===== src/design/asg_ram.sv =====
// ----------------------------------------------------------------------------
// asg_ram
// Generic single-write, single-read RAM with registered read data.
// ----------------------------------------------------------------------------
module asg_ram #(
   parameter int WIDTH = 8,
   parameter int DEPTH = 16
) (
   input  logic                     clock,
   input  logic                     wr_en,
   input  logic [$clog2(DEPTH)-1:0] wr_addr,
   input  logic [WIDTH-1:0]         wr_data,
   input  logic                     rd_en,
   input  logic [$clog2(DEPTH)-1:0] rd_addr,
   output logic [WIDTH-1:0]         rd_data
);

   logic [WIDTH-1:0] mem_ff [DEPTH];
   logic [WIDTH-1:0] rd_data_ff;

   always_ff @(posedge clock) begin
      if (wr_en) begin
         mem_ff[wr_addr] <= wr_data;
      end
      if (rd_en) begin
         rd_data_ff <= mem_ff[rd_addr];
      end
   end

   assign rd_data = rd_data_ff;

endmodule


===== config.mk =====
export PLATFORM = sky130hd
export DESIGN_NAME = asg_ram
export DESIGN_NICKNAME = d
export VERILOG_FILES = /design/src/design/asg_ram.sv
export SDC_FILE = /design/constraint.sdc
export NUM_CORES = 1
export LEC_CHECK = 0
export ABC_AREA = 0
export BUFFER_PORTS_ARGS = -buffer_cell sky130_fd_sc_hd__clkbuf_2
export CORE_UTILIZATION = 60
export DETAILED_ROUTE_END_ITERATION = 12
export GPL_ROUTABILITY_DRIVEN = 0
export GPL_TIMING_DRIVEN = 0
export PLACE_DENSITY_LB_ADDON = 0.15
export SLEW_MARGIN = 30
export SYNTH_ARGS = -nofsm -noshare
export SYNTH_HDL_FRONTEND = slang
export SYNTH_SLANG_ARGS = --single-unit

===== constraint.sdc =====
create_clock -name clock -period 2.75 [get_ports clock]
set_input_delay 0.275 -clock clock [delete_from_list [all_inputs] [get_ports clock]]
set_output_delay 0.275 -clock clock [all_outputs]
set_load 0.02 [all_outputs]

**Word-level counts from Yosys, hierarchy flattened**

Memories as Yosys holds them, arrays and structs flattened. A register that Yosys moved wholly into a read port is not among the register bits.
Index checks and enable logic that the tools add are counted.
Widths: inputs -> output; s select.

- Mux-type cells: 2

Operator list:

| cell | count |
|---|---|
| $mux 1 | 2 |

- Memories: 1
- Memory bits (writable): 128
- Bits of input ports: 19
- Output and inout bits: 8
- Register bits: 0
- Logic and storage cells: 3

Memory list:

| memory | depth | bits a word | read ports | clocked after memory_dff | wr ports | RTL line | RTL |
|---|---|---|---|---|---|---|---|
| mem_ff | 16 | 8 | 1 | 1 | 1 | 18 | `logic [WIDTH-1:0] mem_ff [DEPTH];` |

**Depth between registers and ports, before layout**

Gate-level depths: netlist (run 1).

- Depth after elaboration: 2
- Depth in mapped cells: 5
- Mapped depth without buffers: 3

**Least setup slack after synthesis (run 1)**

OpenSTA, ideal clock, no wires.

- Path type: input to register
- Start point: in wr_addr[2]
- End point: mem mem_ff[0][0], enable pin
- Data arrival time: 1.385 ns
- Required time: 2.367 ns
- Cell stages on the path: 2
- Library setup time: 0.383 ns
- Buffers on the path: 0
- Setup slack: 0.982 ns
- Cell sequence: or3b_2 -> nor3_1

RTL lines:

| element | RTL line | RTL |
|---|---|---|
| start, declared | 11 | `input logic [$clog2(DEPTH)-1:0] wr_addr,` |
| end, declared | 18 |  |

Straight into the memory's write port.

==> results_dict.tcl, run 1 <==
set metrics [dict create \
    outcome "finished clean" \
    cp-end-kind "register" \
    coreArea_um2 8340 \
    hp-class "in -> reg" \
    cts.clk_slew.worst_paths_ps 60 \
    nNetsFinal 292 \
    setup_viol 0 \
    mostFrequentLayoutCell "edfxtp_1" \
    cts.sinks 136 \
    tns_ps 0 \
    vias 2379 \
    hold_viol 0 \
    postRouteAntennaNets 0 \
    total_power_mw 4.67 \
    min_period_over_period_pct 55.8 \
    gr-total-overflow 0 \
    track_usage_pct 23.8 \
    final_util_pct 72.6 \
    synthTopCellsByArea "edfxtp_1 (78%), mux4_2 (7.8%), mux4_1 (7.0%)" \
    cts_max_level 4 \
    post-place-ws_ps 803 \
    vias_per_cell 6.08 \
    max-vdd-ir-drop_uv 620 \
    synth_cell_types 18 \
    drtIter0Drc 204 \
    cts_setup_buffers 0 \
    top_level_ports 27 \
    fin_crit_ps 1530 \
    num_rows 33 \
    die_h_um 95.3 \
    finalHoldWorstSlack_ps 127 \
    startpoint_type "register" \
    numCtsBuffers 17 \
    dieArea_um2 9090 \
    cts_root_buf "clkbuf_8" \
    crit_type "reg -> reg" \
    p_leak_nw 2.03 \
    netlist.area_leader.share_pct 78.1 \
    grt_start_max_net_pins 17 \
    powerDensity_nw_per_um2 770 \
    ys_seq_area_share_pct 78.1 \
    crit_arrival_ps 1790 \
    cp_max_fo 1 \
    drive_above_1_share_pct 30.4 \
    synth_area_leader_cell "edfxtp_1" \
    hold_buffers 0 \
    yosys_warnings 0 \
    antennaDiodeCount 0 \
    maxCapViolCount 0 \
    worst_slew_pin_slew_ps 798 \
    layout_common_cells "edfxtp_1 (136), clkbuf_2 (25), mux4_2 (18)" \
    wirelength_um 9520 \
    io_buffers 25 \
    floorplan.die.width_um 95.3 \
    grt_pass1_vias 2340 \
    fin_ws_ps 1220 \
    start_util_pct 62.7 \
    slew_headroom_pct 46.6 \
    synth-seq-cells 136 \
    crit_required_ps 3010 \
    syn_nets 248 \
    slew_viol_final 0 \
    insertion_delay_ps 510 \
    clock_skew_ps 6.39 \
    grt_pass1_wl_um 14000 \
    syn_area_um2 5230 \
    postSynthCellCount 229 \
    cts_resized 0 \
    fmax_ghz 0.652 \
    routedWlPerCell_um 24.4 \
    rsz0062_at_grt "false" \
    synthToLayoutAreaGrowth_pct 15.8 \
    drcViolationCount 0 \
    drtPass1Iterations 4 \
    dp_hpwl_um 5900 \
    cts_tree "built" \
    cts_buffer_depth 2 \
    postSynthAreaPerCell_um2 22.8 \
    antenna_found_initial 0 \
]
[worst max-delay path, cell delays in order, from the launching register on]
cell	delay [ps]
edfxtp_1	370
mux4_1	570
a22oi_1	250
nand2_1	100
[final timing paths]
| check | from | to | slack, ps | cells past startpoint |
|---|---|---|---|---|
| setup / recovery | mem_ff[5][1] | rd_data[1] | 1220 | 3 |
| hold / removal | rd_en | rd_data[0] | 130 | 1 |
| setup reg to reg | mem_ff[5][1] | rd_data[1] | 1220 | 3 |
| hold reg to reg | mem_ff[8][2] | rd_data[2] | 770 | 3 |
[synthesized netlist by cell type, drive strengths merged]
| library cell | instances |
|---|---|
| edfxtp | 136 |
| and2b | 1 |
| nand3 | 1 |
| buf | 7 |
| a22oi | 16 |
| mux4 | 32 |
| nor2 | 13 |
| and2 | 1 |
| clkdlybuf4s25 | 3 |
| nand2 | 9 |
| nor2b | 1 |
| nand3b | 2 |
| nand2b | 2 |
| or3b | 1 |
| nor3 | 4 |
[area by class of cell]
class / instances / area, um^2
buffer: 10 / 86.3
fill: 501 / 2280
clock inverter: 14 / 134
tap: 105 / 131
sequential: 136 / 4080
timing repair buffer: 25 / 125
clock buffer: 18 / 418
multi-input combinational: 83 / 1080
[registers in the layout, summed over array words and instances, names as in the netlist]
name	count
rd_data	8
mem_ff	128
[cell families after synthesis]
kind of cell	count (synthesis)	synth area share (%)
flops	136	78.1
mux	32	14.8
compound gates	16	2.30
buf+inv	10	1.65
simple gates	35	3.14
[where the power goes]
group / switching (mW) / internal [mW]
clock: 0.814 / 1.28
combinational: 0.138 / 0.0899
sequential: 0.0106 / 2.34
total: 0.963 / 3.70
[stage by stage]
step	cell area [um^2]	cells
2_1_floorplan	5230	229
3_3_place_gp	5480	359
3_5_place_dp	5500	359
4_1_cts	6060	391
5_1_grt	6060	391
6_report	6060	391
[metal layers]
layer,up-vias,global-route usage [%],wire (um)
met5,-,0,0
met4,0,9.22,95
met3,7,7.26,690
met2,98,34.6,4580
met1,1203,34.3,4160
li1,1071,-,-
No activity file was read; power rests on OpenSTA's default activity.
==> run 2: changes to the inputs <==
--- a/config.mk
+++ b/config.mk
@@ -7,7 +7,7 @@
 export LEC_CHECK = 0
 export ABC_AREA = 0
 export BUFFER_PORTS_ARGS = -buffer_cell sky130_fd_sc_hd__clkbuf_2
-export CORE_UTILIZATION = 60
+export CORE_UTILIZATION = 54
 export DETAILED_ROUTE_END_ITERATION = 12
 export GPL_ROUTABILITY_DRIVEN = 0
 export GPL_TIMING_DRIVEN = 0
==> constraint.sdc (replaced) <==
create_clock -name clock -period 1.3 [get_ports clock]
set_input_delay 0.13 -clock clock [delete_from_list [all_inputs] [get_ports clock]]
set_output_delay 0.13 -clock clock [all_outputs]
set_load 0.02 [all_outputs]
==> run 2 against run 1 <==
  * The flow now finishes with violations (setup timing)
  * Final cell count is 6.1% higher
  * Largest cell class unchanged
  * Via count is 0.84% higher
  * Fmax is 6.3% higher
==> results_dict.tcl, run 2 (same netlist as run 1, synthesis figures left out) <==
set metrics [dict create \
    outcome "complete, but fails checks" \
    failed_checks "setup timing" \
    hp-class "in -> reg" \
    drive_above_1_share_pct 40.2 \
    cts_max_level 4 \
    switchingPower_mw 2.03 \
    fin_ws_ps -143 \
    seq_power_share_pct 47.4 \
    grt_start_max_net_pins 17 \
    io_buffers 25 \
    pwr-share-comb_pct 5.1 \
    floorplan.die.width_um 100 \
    top_level_ports 27 \
    crit_arrival_ps 1690 \
    numCtsBuffers 17 \
    worst_slew_pin_slew_ps 820 \
    total_power_mw 10.5 \
    path_delay_family "multiplexers" \
    gr-total-overflow 0 \
    layout_common_cells "edfxtp_1 (136), mux4_2 (31), clkbuf_2 (25)" \
    cts_tree "built" \
    vias 2399 \
    r2r_cells 3 \
    antennaDiodeCount 0 \
    track_usage_pct 21.7 \
    whs_path_depth 1 \
    maxCapViolCount 0 \
    p_int_mw 8.45 \
    antenna_found_initial 0 \
    min_period_over_period_pct 111 \
    crit_type "reg -> reg" \
    die_h_um 100 \
    largest_reg_flops 128 \
    drtPass1Iterations 4 \
    final_util_pct 66.7 \
    start_util_pct 56.0 \
    fin_crit_ps 1440 \
    powerDensity_nw_per_um2 1690 \
    clock_skew_ps 10.3 \
    worstPathCellList "mux4_2 -> a22oi_2 -> nand2_1" \
    tns_ps -781 \
    hold_end "mem_ff[8][5]" \
    grt_pass1_wl_um 14800 \
    cts.clk_slew.worst_paths_ps 60 \
    max-vdd-ir-drop_uv 849 \
    cp-end-kind "register" \
    vias_per_cell 5.78 \
    dp_cells 383 \
    nNetsFinal 293 \
    startpoint_type "register" \
    num_rows 35 \
    mostFrequentLayoutCell "edfxtp_1" \
    routedWlPerCell_um 23.3 \
    clockPowerShare_pct 47.5 \
    crit_required_ps 1550 \
    fmax_ghz 0.693 \
    design_area_um2 6220 \
    slowest_stage "mux4_2" \
    finalHoldWorstSlack_ps 70.6 \
    slew_viol_final 0 \
    cts_buffer_depth 2 \
    dp_hpwl_um 6060 \
    coreArea_um2 9330 \
    cts.sinks 136 \
    r2r-end "rd_data[4]" \
    cts_root_buf "clkbuf_8" \
    top_register "mem_ff" \
    wirelength_um 9670 \
    cp_max_fo 1 \
    critPathMaxStageDelay_ps 520 \
    setup_viol 8 \
    fin_cells 415 \
    drtIter0Drc 185 \
    p_sw_share_pct 19.4 \
    min-delay-start "wr_data[5]" \
    p_leak_nw 2.04 \
    place_area_um2 5520 \
    drcViolationCount 0 \
    post-place-ws_ps -557 \
    r2r-start "mem_ff[4][4]" \
    cp_num_buf_inv 0 \
    insertion_delay_ps 510 \
    slew_headroom_pct 45.1 \
    hold_viol 0 \
    grt_pass1_vias 2472 \
    reg2reg_slack_ps -140 \
    rsz0062_at_grt "true" \
    synthToLayoutAreaGrowth_pct 19.0 \
    postRouteAntennaNets 0 \
    dieArea_um2 10100 \
    nFillCells 612 \
]
==> run 2: power groups by stage <==
stage                     sequential, mW  combinational [mW]  clock, mW
after floorplan                     5.08               0.272          0
after global placement              5.05               0.499          0
after detailed placement            5.06               0.509          0
after CTS                           4.97               0.535       5.04
after global routing                4.97               0.576       5.25
final                               4.97               0.533       4.99
==> run 2: final cells by class <==
cell class	count	area [um^2]	share of cell area [%]
clock inverter	13	204	3.28
timing repair buffer	26	135	2.17
multi-input combinational	83	1100	17.6
buffer	10	120	1.93
sequential	136	4080	65.7
clock buffer	18	418	6.72
tap	129	161	2.60
==> run 2: routing by layer <==
layer	wire (um)	GRT usage, %	up-vias
met5	0	0	-
met4	64	7.02	0
met3	773	5.64	4
met2	4630	32.5	99
met1	4200	31.8	1236
li1	-	-	1060
==> run 2: repair_timing <==
| item | in CTS | in global routing |
|---|---|---|
| pin swaps | 4 | 2 |
| setup endpoints to repair | 16 | 32 |
| hold endpoints to repair | 8 | 0 |
| setup buffers | 0 | 0 |
| cloned | 0 | 0 |
| resized for setup | 10 | 5 |
| hold buffers | 1 | 0 |
==> run 2: worst max path at each step <==
stage,endpoint,depth (start not counted),slack (ps),startpoint
after floorplan,mem_ff[3][0],2,-100,wr_addr[2]
after detailed placement,mem_ff[3][7],3,-560,wr_addr[2]
after global routing,rd_data[4],3,-200,mem_ff[4][4]
final,rd_data[4],3,-140,mem_ff[4][4]
after global placement,mem_ff[0][7],3,-510,wr_addr[2]
after CTS,rd_data[4],3,-140,mem_ff[4][4]
