<file path="config.mk">
export PLATFORM = sky130hd
export DESIGN_NAME = asg_div
export DESIGN_NICKNAME = d
export VERILOG_FILES = /design/src/design/asg_pkg.sv /design/src/design/asg_div.sv
export SDC_FILE = /design/constraint.sdc
export NUM_CORES = 1
export LEC_CHECK = 0
export BUFFER_PORTS_ARGS = -buffer_cell sky130_fd_sc_hd__buf_2
export CAP_MARGIN = 25
export CORE_MARGIN = 4
export CORE_UTILIZATION = 40
export DETAILED_ROUTE_END_ITERATION = 6
export HOLD_SLACK_MARGIN = 0.06
export PLACE_DENSITY = 0.58
export SLEW_MARGIN = 20
export SYNTH_ARGS = -nofsm -noshare
export SYNTH_HDL_FRONTEND = slang
export SYNTH_SLANG_ARGS = --single-unit
</file>
<file path="constraint.sdc">
create_clock -name clock -period 19.3 [get_ports clock]
set_clock_uncertainty 0.15 [all_clocks]
set_input_delay 0.965 -clock clock [delete_from_list [all_inputs] [get_ports clock]]
set_output_delay 0.965 -clock clock [all_outputs]
set_load 0.05 [all_outputs]
</file>
<file path="src/design/asg_pkg.sv">
// ----------------------------------------------------------------------------
// asg_pkg
// Shared constants and types of the adaptive sample gate.
// ----------------------------------------------------------------------------
package asg_pkg;

   localparam int STEP_W     = 32;   // stored step, Q16
   localparam int VAL_W      = 48;   // result value, Q31.16
   localparam int FRAC_BITS  = 16;
   localparam int WS_W       = 8;
   localparam int THR_W      = 12;
   localparam int CSR_DATA_W = 12;
   localparam int CSR_IDX_W  = 2;
   localparam int PORT_W     = 2;
   localparam int PASS_CNT_W = 7;
   localparam int TREND_LIMIT = 3;
   localparam int DIV_NUM_W  = 64;
   localparam int DIV_BITS   = 8;    // quotient bits per divider cycle

   localparam logic [PASS_CNT_W-1:0] PASS_ITEMS = 7'd100;

   localparam logic [CSR_IDX_W-1:0] CSR_WINDOW_SIZE   = 2'd0;
   localparam logic [CSR_IDX_W-1:0] CSR_MIN_DEVIATION = 2'd1;
   localparam logic [CSR_IDX_W-1:0] CSR_FORCE_JUMP    = 2'd2;

   localparam logic [WS_W-1:0]  WS_RESET     = 8'd10;
   localparam logic [THR_W-1:0] MINDEV_RESET = 12'd0;
   localparam logic [THR_W-1:0] FJUMP_RESET  = 12'd50;

   localparam logic [PORT_W-1:0] PORT_GATE = 2'd0;
   localparam logic [PORT_W-1:0] PORT_DEV  = 2'd1;
   localparam logic [PORT_W-1:0] PORT_MSQ  = 2'd2;

   typedef struct packed {
      logic busy;
      logic done;
   } div_status_type;

endpackage

</file>
<file path="src/design/asg_div.sv">
// ----------------------------------------------------------------------------
// asg_div
// Unsigned restoring divider, several quotient bits per cycle.
// ----------------------------------------------------------------------------
module asg_div #(
   parameter int DEN_W = 9
) (
   input  logic                           clock,
   input  logic                           reset,
   input  logic                           start,
   input  logic [asg_pkg::DIV_NUM_W-1:0]  num,
   input  logic [DEN_W-1:0]               den,
   output logic [asg_pkg::DIV_NUM_W-1:0]  quo,
   output asg_pkg::div_status_type        status
);
   import asg_pkg::*;

   localparam int ITER  = DIV_NUM_W / DIV_BITS;
   localparam int CNT_W = $clog2(ITER + 1);

   logic [CNT_W-1:0]     cnt_ff, cnt_in;
   logic                 done_ff, done_in;
   logic [DIV_NUM_W-1:0] quo_ff, quo_in;
   logic [DEN_W:0]       rem_ff, rem_in;
   logic [DEN_W-1:0]     den_ff, den_in;

   always_comb begin : div_step
      logic [DEN_W:0]       r;
      logic [DIV_NUM_W-1:0] q;
      r       = rem_ff;
      q       = quo_ff;
      cnt_in  = cnt_ff;
      quo_in  = quo_ff;
      rem_in  = rem_ff;
      den_in  = den_ff;
      done_in = 1'b0;
      if (start) begin
         cnt_in = CNT_W'(ITER);
         quo_in = num;
         rem_in = '0;
         den_in = den;
      end else if (cnt_ff != '0) begin
         // numerator bits shift out the top, quotient bits shift in below
         for (int k = 0; k < DIV_BITS; k++) begin
            r = {r[DEN_W-1:0], q[DIV_NUM_W-1]};
            q = {q[DIV_NUM_W-2:0], 1'b0};
            if (r >= {1'b0, den_ff}) begin
               r    = r - {1'b0, den_ff};
               q[0] = 1'b1;
            end
         end
         quo_in  = q;
         rem_in  = r;
         cnt_in  = cnt_ff - CNT_W'(1);
         done_in = (cnt_ff == CNT_W'(1));
      end
   end

   always_ff @(posedge clock) begin
      if (reset) begin
         cnt_ff  <= '0;
         done_ff <= 1'b0;
      end else begin
         cnt_ff  <= cnt_in;
         done_ff <= done_in;
      end
   end

   always_ff @(posedge clock) begin
      quo_ff <= quo_in;
      rem_ff <= rem_in;
      den_ff <= den_in;
   end

   assign quo         = quo_ff;
   assign status.busy = (cnt_ff != '0);
   assign status.done = done_ff;

endmodule

</file>
; ---- Word level (Yosys, flattened, before mapping)
; Cells that the tools add are included.
[word_totals]
elab_cells = 63
output_inout_bits = 66
regBits = 87
[op_classes]
reduce_logical = 4
bitwise_logic = 1
mux = 34
eq_ne = 1
n_addsub = 9
n_lt_le_gt_ge = 8
[op_table]
columns = operator, count
row1 = $mux 9, 22
row2 = $mux 64, 2
row3 = $ge 10x9->1, 8
row4 = $sub 9x9->9, 8
row5 = $mux 1, 8
row6 = $mux 4, 2
row7 = $eq 4x1->1 const B, 1
row8 = $reduce_bool 4->1, 1
row9 = $sub 4x1->4 const B, 1
row10 = $reduce_or 3->1, 1
row11 = $reduce_bool 2->1, 1
row12 = $reduce_or 2->1, 1
row13 = $not 1->1, 1

; ---- Logic depth before layout (Yosys ltp)
; Gate-level depths: netlist of run 1.
[logic_depth]
ltp_word = 32
ltp_mapped = 87
depth_no_buf = 81

; ---- Worst setup path before layout of run 1
; Ideal clock, no wire load.
[synth_timing]
path_type = register to register
startpoint = reg den_ff[1]
endpoint = reg rem_ff[6]
required_ns = 18.985
stages_incl_launch_ff = 80
path_slack_ns = 1.820
period_less_slack_ns = 17.480
setup_time_ns = 0.165
t_arrival_ns = 17.165
path_cell_list = edfxtp_1 inv_1 fa_1 a211oi_2 o211ai_1 a31oi_2 clkbuf_1 mux2_2 ha_1 nand2b_1 a21oi_1 a41o_1 a311oi_4 nand2_1 clkbuf_1 o21ai_0 fa_1 nor2b_1 (+44 left out) o21ai_0 a21o_1 nor2_1 o41ai_2 o21ai_1 buf_2 o21ai_0 fa_1 a21o_1 a21oi_1 nor2_1 a211o_1 a221oi_1 inv_1 a221oi_4 buf_6 mux2i_1 a211oi_1
[synth_between]
elab_chain_len = 30
[synth_lines]
columns = element, line
row1 = "start, declared", asg_div.sv:25  ; logic [DEN_W-1:0] den_ff, den_in;
row2 = "start signal, assigned", asg_div.sv:72  ; den_ff <= den_in;
row3 = $sub 9x9->9 / $ge 10x9->1 (equally long branches), "asg_div.sv:48, asg_div.sv:47"
row4 = $mux 9, asg_div.sv:47  ; if (r >= {1'b0, den_ff}) begin
row5 = $mux 9, asg_div.sv:42  ; end else if (cnt_ff != '0) begin
row6 = $mux 9, asg_div.sv:37  ; if (start) begin
row7 = $sub 9x9->9 / $ge 10x9->1 (equally long branches), "asg_div.sv:48, asg_div.sv:47"
row8 = $mux 9, asg_div.sv:47
row9 = $mux 9, asg_div.sv:42
row10 = $mux 9, asg_div.sv:37
row11 = (+14 left out), n/a
row12 = $mux 9, asg_div.sv:42
row13 = $mux 9, asg_div.sv:37
row14 = $ge 10x9->1 / $sub 9x9->9 (equally long branches), "asg_div.sv:47, asg_div.sv:48"
row15 = $mux 9, asg_div.sv:47
row16 = $mux 9, asg_div.sv:42
row17 = $mux 9, asg_div.sv:37
row18 = $sub 9x9->9 / $ge 10x9->1 (equally long branches), "asg_div.sv:48, asg_div.sv:47"
row19 = $mux 9 *, asg_div.sv:47
row20 = "end signal, assigned", asg_div.sv:71  ; rem_ff <= rem_in;
row21 = "end, declared", asg_div.sv:24  ; logic [DEN_W:0] rem_ff, rem_in;
; Every way passes the cells marked *; elsewhere a longest branch is shown, timed or not. The select of a mux whose other input is x is not followed.
; A chain may end at the register's enable or synchronous reset.

; ---- Final worst setup path of run 1
[layout_timing]
startpoint = reg den_ff[3]
endpoint = reg rem_ff[4]
; Same word-level chain as after synthesis.

==> reports/results.ini, run 1 <==
[status]
run_status=completed

[worst_setup_path]
critical_path_maximum_fanout=14
worst_setup_path_end_kind=flop
critical-path-max-stage-delay_ns=0.65
regToRegSetupSlack_ns=1.07
critPathRequiredTime_ns=19.33
timing_worst_setup_path_type=reg2reg
crit_top_cell=sky130_fd_sc_hd__ha_1
worst_ep_arrival_time_ns=18.26
setup.worst_path.start_class=flop
cp_slowest_cell=sky130_fd_sc_hd__or4_4
r2r.worst_path.cells=77

[timing]
postLayoutSetupSlackWorst_ns=1.073
worst_slew_pin_slew_ns=0.9302
finalHoldViolCount=0
fmax_ghz=0.05486
final.min_clock_period_ns=18.23
finalSetupViolations=0
finalSetupTns_ns=0
number_of_max_slew_violations_in_the_final_report=0
final_min_period_over_clock_period_pct=94.44
max_slew_margin_pct=37.99

[floorplanning]
die_area_sq_mm=0.02131
chipWidth_microns=146.0
floorplan.die.height_microns=146.0
initial_util_pct=40.70
placementRows=50
io_pins=142
core_region_area_sq_mm=0.01871

[cts]
tritoncts=built
cts.clk_slew.worst_paths_ns=0.07
htree_levels=3
insertion_delay_ns=0.34
numClockSinks=87
postCtsHoldBufs=0
cts-root-to-sink-buffers=2
clock-root-buffer=sky130_fd_sc_hd__clkbuf_16
cts-buffers-inserted=9

[final_layout]
final_net_count=1057
most-common-layout-cells=sky130_fd_sc_hd__buf_2 (140), sky130_fd_sc_hd__ha_1 (74), sky130_fd_sc_hd__edfxtp_1 (73), sky130_fd_sc_hd__mux2_2 (71), sky130_fd_sc_hd__inv_1 (50)
final_area_sq_mm=0.008951
drive_gt1_share_pct=30.64
insertedDiodeCount=0
final_cells=1138
final_common_cell=sky130_fd_sc_hd__buf_2
fillers=1764
area.growth.synth_to_final_pct=17.57

[yosys]
synthTopCellsByArea=sky130_fd_sc_hd__edfxtp_1 (29%), sky130_fd_sc_hd__ha_1 (12%), sky130_fd_sc_hd__mux2_2 (11%), sky130_fd_sc_hd__dfxtp_1 (3.7%), sky130_fd_sc_hd__a21o_1 (3.5%)
synth_seq_area_share_pct=32.47
synth_edf_count=73
ys_dominant_reg_cell=sky130_fd_sc_hd__edfxtp_1
yosysTopAreaCell=sky130_fd_sc_hd__edfxtp_1
synth.avg_cell_area_sq_um=10.11
syn-cell-area_sq_mm=0.007614
postSynthCellCount=753
syn_nets=911
synth-seq-cells=87
yosysUniqueCellTypes=78
yosys_warnings=0
synth.top_cell.area_share_pct=28.79
synth-async-reset-ratio_pct=0

[min_path]
timing.hold.worst_path_depth=1
worstHoldPathType=reg2reg

[drt]
drt-pass1-iter-count=5
detail_route.drc_violations=0
vias_per_cell=5.519
dr_total_vias=6281
drt.antenna.violating_nets=0
wire_per_inst_microns=19.02
initialDrtViolationCount=290
route.final.wire_length_mm=21.65

[placed_design]
place_inst=1116
place_area_sq_mm=0.008586
io_buffer_count=141
routabilityCongestion=0.9446
hpwlAfterDp_mm=16.82
preCtsSetupSlack_ns=0.03354

[job]
cap_viol_max_count=0

[global_routing]
grt_first_pass_wirelength_mm=34.07
grt_max_degree=76
antenna_found_initial=0
grt-ovfl-total=0
grt_pass1_vias=6182
gr-usage-all-layers_pct=19.88

## synthesized netlist by cell type (all sizes together), types with 3 or more instances
cell type	n
ha	74
edfxtp	73
mux2	72
inv	50
o21ai	43
nor2	40
a21oi	37
a21o	36
nand2	36
xnor2	30
xor2	22
mux2i	21
nor2b	19
clkbuf	16
nand2b	15
dfxtp	14
nand4	14
a211oi	13
nor3	13
or2	12
fa	8
o221ai	8
o211ai	7
a31oi	6
buf	6
nand3	5
nor3b	5
o21a	4
or3	4
a221oi	3
a311oi	3
nand3b	3
o2111ai	3
o31ai	3
or4	3
## final cells by class
type | instances | area [sq um] | area share, %
clock buffer | 9 | 225.2 | 2.516
clock inverter | 7 | 47.55 | 0.5312
inverter | 50 | 187.7 | 2.097
multi-input combinational | 594 | 4885 | 54.57
sequential | 87 | 2472 | 27.62
tap | 234 | 292.8 | 3.271
timing repair buffer | 157 | 840.8 | 9.393
## logic make-up after synthesis
| kind of cell | count (synthesis) | synth area share (%) |
|---|---|---|
| muxes | 93 | 13.46 |
| DFF | 87 | 32.47 |
| buffers and inverters | 72 | 3.829 |
| adders and majority gates | 82 | 14.26 |
| AOI/OAI and AO/OA | 189 | 17.60 |
| xor gates and xnor gates | 52 | 5.982 |
| and+or+nand+nor | 178 | 12.39 |
## final timing paths
kind	from	endpoint
worst max register to register	den_ff[3]$_DFFE_PP_	rem_ff[4]$_SDFFE_PP0N_
worst max-delay path	den_ff[3]$_DFFE_PP_	rem_ff[4]$_SDFFE_PP0N_
worst min-delay path	cnt_ff[2]$_SDFFE_PP0N_	done_ff$_SDFF_PP0_
worst min register to register	cnt_ff[2]$_SDFFE_PP0N_	done_ff$_SDFF_PP0_
## flip-flops by register name, summed over array words and instances, names as in the netlist
register	flops
den_ff	9
rem_ff	9
cnt_ff	4
quo	64
done_ff	1
## stage by stage
stage,utilization [%],hold slack (ns)
after floorplan,-,0.2870
after global placement,45.90,0.3344
after detailed placement,45.90,0.3342
after CTS,47.38,0.3405
after global routing,47.85,0.3802
final,47.85,0.3417
## timing repair
action | CTS | global route
gates resized for setup | 1 | 12
buffers inserted | 0 | 6
setup endpoints to repair | 8 | 10
## per-layer routing
layer  global-route usage (%)  up-vias  wire length, microns
li1                         -     3125                     -
met4                    4.511        0                   323
met1                    26.79     2942                  9797
met3                    4.671       21                  1486
met2                    32.57      193                 10040
met5                        0        -                     0
## critical path, delay by kind of cell (launching register included)
| kind | cells | cell delay (ns) |
|---|---|---|
| AO/OA/AOI/OAI | 35 | 7.71 |
| adder cells (fa/ha/maj) | 8 | 2.56 |
| buffers and inverters | 8 | 1.48 |
| flip-flops | 1 | 0.37 |
| multiplexers | 7 | 1.99 |
| AND/OR/NAND/NOR | 19 | 3.81 |
Power of run 1 is left out: the tool's default activity adds up to more than one toggle a clock period on the data nets, which glitch-free logic cannot reach.
==> run 2, diff against run 1 <==
--- a/config.mk
+++ b/config.mk
@@ -7,7 +7,7 @@
 export LEC_CHECK = 0
 export BUFFER_PORTS_ARGS = -buffer_cell sky130_fd_sc_hd__buf_2
 export CAP_MARGIN = 25
-export CORE_MARGIN = 4
+export CORE_MARGIN = 5
 export CORE_UTILIZATION = 40
 export DETAILED_ROUTE_END_ITERATION = 6
 export HOLD_SLACK_MARGIN = 0.06
==> run 2 against run 1 <==
  * Non-clock buffer count rose by 7
  * Die area increased by 2.8%
  * Via count is 1.4% higher
  * Sequential share of layout area shrank 0.41 points
  * Global-route usage fell by 0.35 points
  * Routed wire length up 0.70%
  * Final cell count grew 0.62%
  * Register-to-register slack better by 0.27 ns
  * Core utilization increased by 0.72 points
  * Worst setup slack improved by 0.27 ns
  * Fmax is 1.5% higher
==> reports/results.ini, run 2 (synthesized netlist as in run 1, its figures left out) <==
[floorplanning]
placementRows=50  ; unchanged
io_pins=142  ; unchanged
core_region_area_sq_mm=0.01871  ; unchanged
initial_util_pct=40.70  ; unchanged
floorplan.die.height_microns=148.0  ; was 146.0 microns
chipWidth_microns=148.0  ; was 146.0 microns
die_area_sq_mm=0.02189  ; was 0.02131 sq mm

[cts]
numClockSinks=87  ; unchanged
htree_levels=3  ; unchanged
insertion_delay_ns=0.34  ; about the same
cts-buffers-inserted=9  ; unchanged
clock-root-buffer=sky130_fd_sc_hd__clkbuf_16  ; unchanged
cts-root-to-sink-buffers=2  ; unchanged
tritoncts=built  ; unchanged
cts.clk_slew.worst_paths_ns=0.06  ; was 0.07 ns

[status]
run_status=completed  ; unchanged

[worst_setup_path]
timing.critical_path.from=quo[63]$_DFFE_PP_  ; was den_ff[3]$_DFFE_PP_
critPathRequiredTime_ns=19.33  ; about the same
r2r.worst_path.cells=80  ; was 77
timing_worst_setup_path_type=reg2reg  ; unchanged
worst_setup_path_end_kind=flop  ; unchanged
r2r_start=quo[63]$_DFFE_PP_  ; was den_ff[3]$_DFFE_PP_
setup.worst_path.start_class=flop  ; unchanged
worst_ep_arrival_time_ns=17.99  ; was 18.26 ns
worst_setup_path_endpoint=rem_ff[4]$_SDFFE_PP0N_  ; unchanged
critical_path_maximum_fanout=14  ; unchanged
cp_slowest_cell=sky130_fd_sc_hd__a221o_4  ; was sky130_fd_sc_hd__or4_4
critical-path-max-stage-delay_ns=0.46  ; was 0.65 ns
critical_path.reg2reg.endpoint=rem_ff[4]$_SDFFE_PP0N_  ; unchanged
regToRegSetupSlack_ns=1.35  ; was 1.07 ns

[drt]
detail_route.drc_violations=0  ; unchanged
dr_total_vias=6369  ; was 6281
initialDrtViolationCount=428  ; was 290
vias_per_cell=5.562  ; was 5.519
drt-pass1-iter-count=5  ; unchanged
wire_per_inst_microns=19.04  ; was 19.02 microns
drt.antenna.violating_nets=0  ; unchanged
route.final.wire_length_mm=21.80  ; was 21.65 mm

[timing]
max_slew_margin_pct=38.37  ; was 37.99%
number_of_max_slew_violations_in_the_final_report=0  ; unchanged
fmax_ghz=0.05570  ; was 0.05486 GHz
finalSetupViolations=0  ; unchanged
finalHoldViolCount=0  ; unchanged
worst_slew_pin_slew_ns=0.9144  ; was 0.9302 ns
fin_worst_hold_slack_ns=0.3444  ; was 0.3417 ns
final.min_clock_period_ns=17.95  ; was 18.23 ns
final_min_period_over_clock_period_pct=93.02  ; was 94.44%

[placed_design]
routabilityCongestion=0.8851  ; was 0.9446
io_buffer_count=141  ; unchanged
hpwlAfterDp_mm=16.65  ; was 16.82 mm

[global_routing]
grt_pass1_vias=6421  ; was 6182
grt_first_pass_wirelength_mm=34.16  ; was 34.07 mm
grt-ovfl-total=0  ; unchanged
grt_max_degree=76  ; unchanged
gr-usage-all-layers_pct=19.53  ; was 19.88%
antenna_found_initial=1  ; was 0

[final_layout]
final_net_count=1064  ; was 1057
area.growth.synth_to_final_pct=19.34  ; was 17.57%
number_of_flip_flops_in_the_largest_register=64  ; unchanged
final_common_cell=sky130_fd_sc_hd__buf_2  ; unchanged
most-common-layout-cells=sky130_fd_sc_hd__buf_2 (140), sky130_fd_sc_hd__ha_1 (74), sky130_fd_sc_hd__edfxtp_1 (73), sky130_fd_sc_hd__mux2_2 (71), sky130_fd_sc_hd__inv_1 (48)  ; was sky130_fd_sc_hd__buf_2 (140), sky130_fd_sc_hd__ha_1 (74), sky130_fd_sc_hd__edfxtp_1 (73), sky130_fd_sc_hd__mux2_2 (71), sky130_fd_sc_hd__inv_1 (50)
insertedDiodeCount=0  ; unchanged
drive_gt1_share_pct=31.61  ; was 30.64%

[min_path]
worstHoldPathType=reg2reg  ; unchanged
timing.hold.worst_path_depth=1  ; unchanged

[job]
cap_viol_max_count=0  ; unchanged

[run 2: layout make-up]
class                           count  area [sq um]
Clock buffer                       11         242.7
Clock inverter                      5         56.30
Fill cell                        1715          9619
Sequential cell                    87          2472
Tap cell                          234         292.8
Timing Repair Buffer              164         893.4
Inverter                           50         195.2
Multi-Input combinational cell    594          4933
[run 2: what timing repair did]
action | CTS | global route
hold endpoints to repair | 0 | 0
pin swaps | 0 | 1
resized for setup | 1 | 20
setup endpoints to repair | 6 | 10
hold buffers | 0 | 0
setup buffers | 0 | 10
[run 2: worst min-delay path by stage]
stage                                 from                  to  slack [ns]
floorplan           cnt_ff[2]$_SDFFE_PP0N_  done_ff$_SDFF_PP0_        0.29
detailed placement  cnt_ff[2]$_SDFFE_PP0N_  done_ff$_SDFF_PP0_        0.32
finish              cnt_ff[2]$_SDFFE_PP0N_  done_ff$_SDFF_PP0_        0.34
global route        cnt_ff[2]$_SDFFE_PP0N_  done_ff$_SDFF_PP0_        0.36
CTS                 cnt_ff[2]$_SDFFE_PP0N_  done_ff$_SDFF_PP0_        0.34
global placement    cnt_ff[2]$_SDFFE_PP0N_  done_ff$_SDFF_PP0_        0.34
[run 2: through the flow]
stage                     util (%)  cells  instance area, sq um  setup slack, ns  setup TNS (ns)
after floorplan                  -    753                  7614            1.820               0
after global placement       46.02   1119                  8608           0.3687               0
after detailed placement     46.02   1119                  8608          0.04044               0
after CTS                    47.64   1135                  8911           0.1477               0
after global routing         48.58   1145                  9086        -0.009939        -0.02397
final                        48.58   1145                  9086            1.346               0
[run 2: per-layer routing]
metal / GRT usage (%) / routed length (microns)
met1: 25.92 / 10070
met5: 0 / 0
met3: 4.629 / 1398
met2: 31.79 / 9811
met4: 5.820 / 516
[run 2: critical path, delay by kind of cell (launching register included)]
family                   cells  cell delay, ns
AO/OA/AOI/OAI               34            7.44
AND/OR/NAND/NOR             21            3.57
adder cells (fa/ha/maj)      9            2.88
multiplexers                 7            1.92
buffers and inverters        9            1.32
flip-flops                   1            0.45
Power of run 2 is left out for the same reason.
==> run 3, diff against run 2 <==
--- a/config.mk
+++ b/config.mk
@@ -8,10 +8,10 @@
 export BUFFER_PORTS_ARGS = -buffer_cell sky130_fd_sc_hd__buf_2
 export CAP_MARGIN = 25
 export CORE_MARGIN = 5
-export CORE_UTILIZATION = 40
+export CORE_UTILIZATION = 30
 export DETAILED_ROUTE_END_ITERATION = 6
 export HOLD_SLACK_MARGIN = 0.06
-export PLACE_DENSITY = 0.58
+export PLACE_DENSITY_LB_ADDON = 0.1
 export SLEW_MARGIN = 20
 export SYNTH_ARGS = -nofsm -noshare
 export SYNTH_HDL_FRONTEND = slang
==> constraint.sdc (replaced) <==
create_clock -name clock -period 19.3 [get_ports clock]
set_clock_uncertainty 0.15 [all_clocks]
set_input_delay 0.965 -clock clock [delete_from_list [all_inputs] [get_ports clock]]
set_output_delay 0.965 -clock clock [all_outputs]
set_load 0.01 [all_outputs]
==> run 3 against run 2 <==
  * Worst setup slack improved by 0.034 ns
  * Final area increased by 0.59%
  * Critical path depth decreased by 1
  * Register-to-register slack improved by 0.03 ns
  * Via count decreased by 0.49%
  * Flip-flop and latch count unchanged
  * Hold slack got worse by 0.00052 ns
  * Critical path type unchanged
==> reports/results.ini, run 3 (synthesized netlist as in run 1, its figures left out) <==
[final_layout]
insertedDiodeCount=0  ; unchanged
most-common-layout-cells=sky130_fd_sc_hd__buf_2 (140), sky130_fd_sc_hd__ha_1 (74), sky130_fd_sc_hd__edfxtp_1 (73), sky130_fd_sc_hd__mux2_2 (71), sky130_fd_sc_hd__inv_1 (50)  ; was sky130_fd_sc_hd__buf_2 (140), sky130_fd_sc_hd__ha_1 (74), sky130_fd_sc_hd__edfxtp_1 (73), sky130_fd_sc_hd__mux2_2 (71), sky130_fd_sc_hd__inv_1 (48)
fillers=2605  ; was 1715
final_net_count=1065  ; was 1064
final_common_cell=sky130_fd_sc_hd__buf_2  ; unchanged
number_of_flip_flops_in_the_largest_register=64  ; unchanged
area.growth.synth_to_final_pct=20.05  ; was 19.34%
drive_gt1_share_pct=31.47  ; was 31.61%
postLayoutCoreUtil_pct=36.40  ; was 48.58%

[min_path]
worstHoldPathType=reg2reg  ; unchanged

[cts]
cts-buffers-inserted=9  ; unchanged
tritoncts=built  ; unchanged
numClockSinks=87  ; unchanged
clock-root-buffer=sky130_fd_sc_hd__clkbuf_16  ; unchanged
postCtsHoldBufs=0  ; unchanged
insertion_delay_ns=0.34  ; about the same
cts.clk_slew.worst_paths_ns=0.07  ; was 0.06 ns
cts-root-to-sink-buffers=2  ; unchanged
htree_levels=3  ; unchanged

[drt]
drt-pass1-iter-count=5  ; unchanged
wire_per_inst_microns=19.08  ; was 19.04 microns
vias_per_cell=5.103  ; was 5.562
detail_route.drc_violations=0  ; unchanged
drt.antenna.violating_nets=0  ; unchanged
dr_total_vias=6338  ; was 6369
route.final.wire_length_mm=23.69  ; was 21.80 mm
initialDrtViolationCount=337  ; was 428

[worst_setup_path]
timing_worst_setup_path_type=reg2reg  ; unchanged
worst_setup_path_end_kind=flop  ; unchanged
timing.critical_path.from=den_ff[2]$_DFFE_PP_  ; was quo[63]$_DFFE_PP_
worst_ep_arrival_time_ns=17.95  ; was 17.99 ns
r2r_start=den_ff[2]$_DFFE_PP_  ; was quo[63]$_DFFE_PP_
critical_path_buf_inv_count=10  ; was 9
crit_top_cell=sky130_fd_sc_hd__o21ai_0
cp_slowest_cell=sky130_fd_sc_hd__mux2i_2  ; was sky130_fd_sc_hd__a221o_4
critical-path-max-stage-delay_ns=0.53  ; was 0.46 ns
worst_setup_path_endpoint=rem_ff[4]$_SDFFE_PP0N_  ; unchanged
critical_path.reg2reg.endpoint=rem_ff[4]$_SDFFE_PP0N_  ; unchanged
regToRegSetupSlack_ns=1.38  ; was 1.35 ns
r2r.worst_path.cells=79  ; was 80
critical_path_maximum_fanout=14  ; unchanged
stages_on_the_worst_setup_path=79  ; was 80
path_delay_family=compound AO/OA/AOI/OAI gates  ; unchanged
setup.worst_path.start_class=flop  ; unchanged
critPathRequiredTime_ns=19.33  ; about the same

[global_routing]
grt_first_pass_wirelength_mm=36.31  ; was 34.16 mm
grt_pass1_vias=6418  ; was 6421
gr-usage-all-layers_pct=16.17  ; was 19.53%
antenna_found_initial=3  ; was 1
grt_max_degree=71  ; was 76
grt-ovfl-total=0  ; unchanged

[floorplanning]
initial_util_pct=30.32  ; was 40.70%
io_pins=142  ; unchanged
floorplan.die.height_microns=169.3  ; was 148.0 microns
core_region_area_sq_mm=0.02511  ; was 0.01871 sq mm
placementRows=58  ; was 50
die_area_sq_mm=0.02866  ; was 0.02189 sq mm
chipWidth_microns=169.3  ; was 148.0 microns

[placed_design]
hpwlAfterDp_mm=18.41  ; was 16.65 mm
io_buffer_count=141  ; unchanged
preCtsSetupSlack_ns=0.001496  ; was 0.04044 ns
routabilityCongestion=0.8848  ; was 0.8851

[timing]
final_min_period_over_clock_period_pct=92.85  ; was 93.02%
fmax_ghz=0.05580  ; was 0.05570 GHz
fin_worst_hold_slack_ns=0.3439  ; was 0.3444 ns
postLayoutSetupSlackWorst_ns=1.380  ; was 1.346 ns
worst_slew_pin_slew_ns=0.8935  ; was 0.9144 ns
max_slew_margin_pct=40.43  ; was 38.37%
number_of_max_slew_violations_in_the_final_report=0  ; unchanged
finalHoldViolCount=0  ; unchanged
finalSetupViolations=0  ; unchanged
final.min_clock_period_ns=17.92  ; was 17.95 ns

[status]
run_status=completed  ; unchanged

[job]
cap_viol_max_count=0  ; unchanged

-- run 3: routing by layer --
metal  vias to the layer above  share of wire, %  GRT usage (%)
met2                       183                47          27.12
met3                        31               6.2          4.356
met5                         -              0.14              0
met4                         6               1.8          4.200
met1                      2981                45          20.70
li1                       3137                 -              -
-- run 3: worst min path at each step --
stage	slack [ns]	from	cells after the start	endpoint
2_1_floorplan	0.29	cnt_ff[2]$_SDFFE_PP0N_	1	done_ff$_SDFF_PP0_
3_3_place_gp	0.34	cnt_ff[2]$_SDFFE_PP0N_	1	done_ff$_SDFF_PP0_
3_5_place_dp	0.33	cnt_ff[2]$_SDFFE_PP0N_	1	done_ff$_SDFF_PP0_
4_1_cts	0.35	cnt_ff[2]$_SDFFE_PP0N_	1	done_ff$_SDFF_PP0_
5_1_grt	0.38	cnt_ff[2]$_SDFFE_PP0N_	1	done_ff$_SDFF_PP0_
6_report	0.34	cnt_ff[2]$_SDFFE_PP0N_	1	done_ff$_SDFF_PP0_
-- run 3: repair_timing --
action	in CTS	in global routing
setup endpoints to repair	2	10
gates resized for setup	1	13
setup buffers	0	10
gates cloned	0	0
hold endpoints to repair	0	0
pin swaps	0	1
-- run 3: layout make-up --
type | count | area, sq um | share of cell area (%)
sequential | 87 | 2472 | 27.05
multi-input combinational | 594 | 4892 | 53.52
inverter | 50 | 187.7 | 2.053
clock inverter | 6 | 45.04 | 0.4928
timing repair buffer | 165 | 900.9 | 9.856
clock buffer | 10 | 229.0 | 2.505
tap | 330 | 412.9 | 4.517
-- run 3: stage by stage --
stage	std cells	cell area [sq um]	setup TNS [ns]
floorplan	753	7614	0
global placement	1216	8736	0
detailed placement	1216	8736	0
CTS	1232	9014	0
global route	1242	9140	-0.2874
finish	1242	9140	0
Power of run 3 is left out for the same reason.
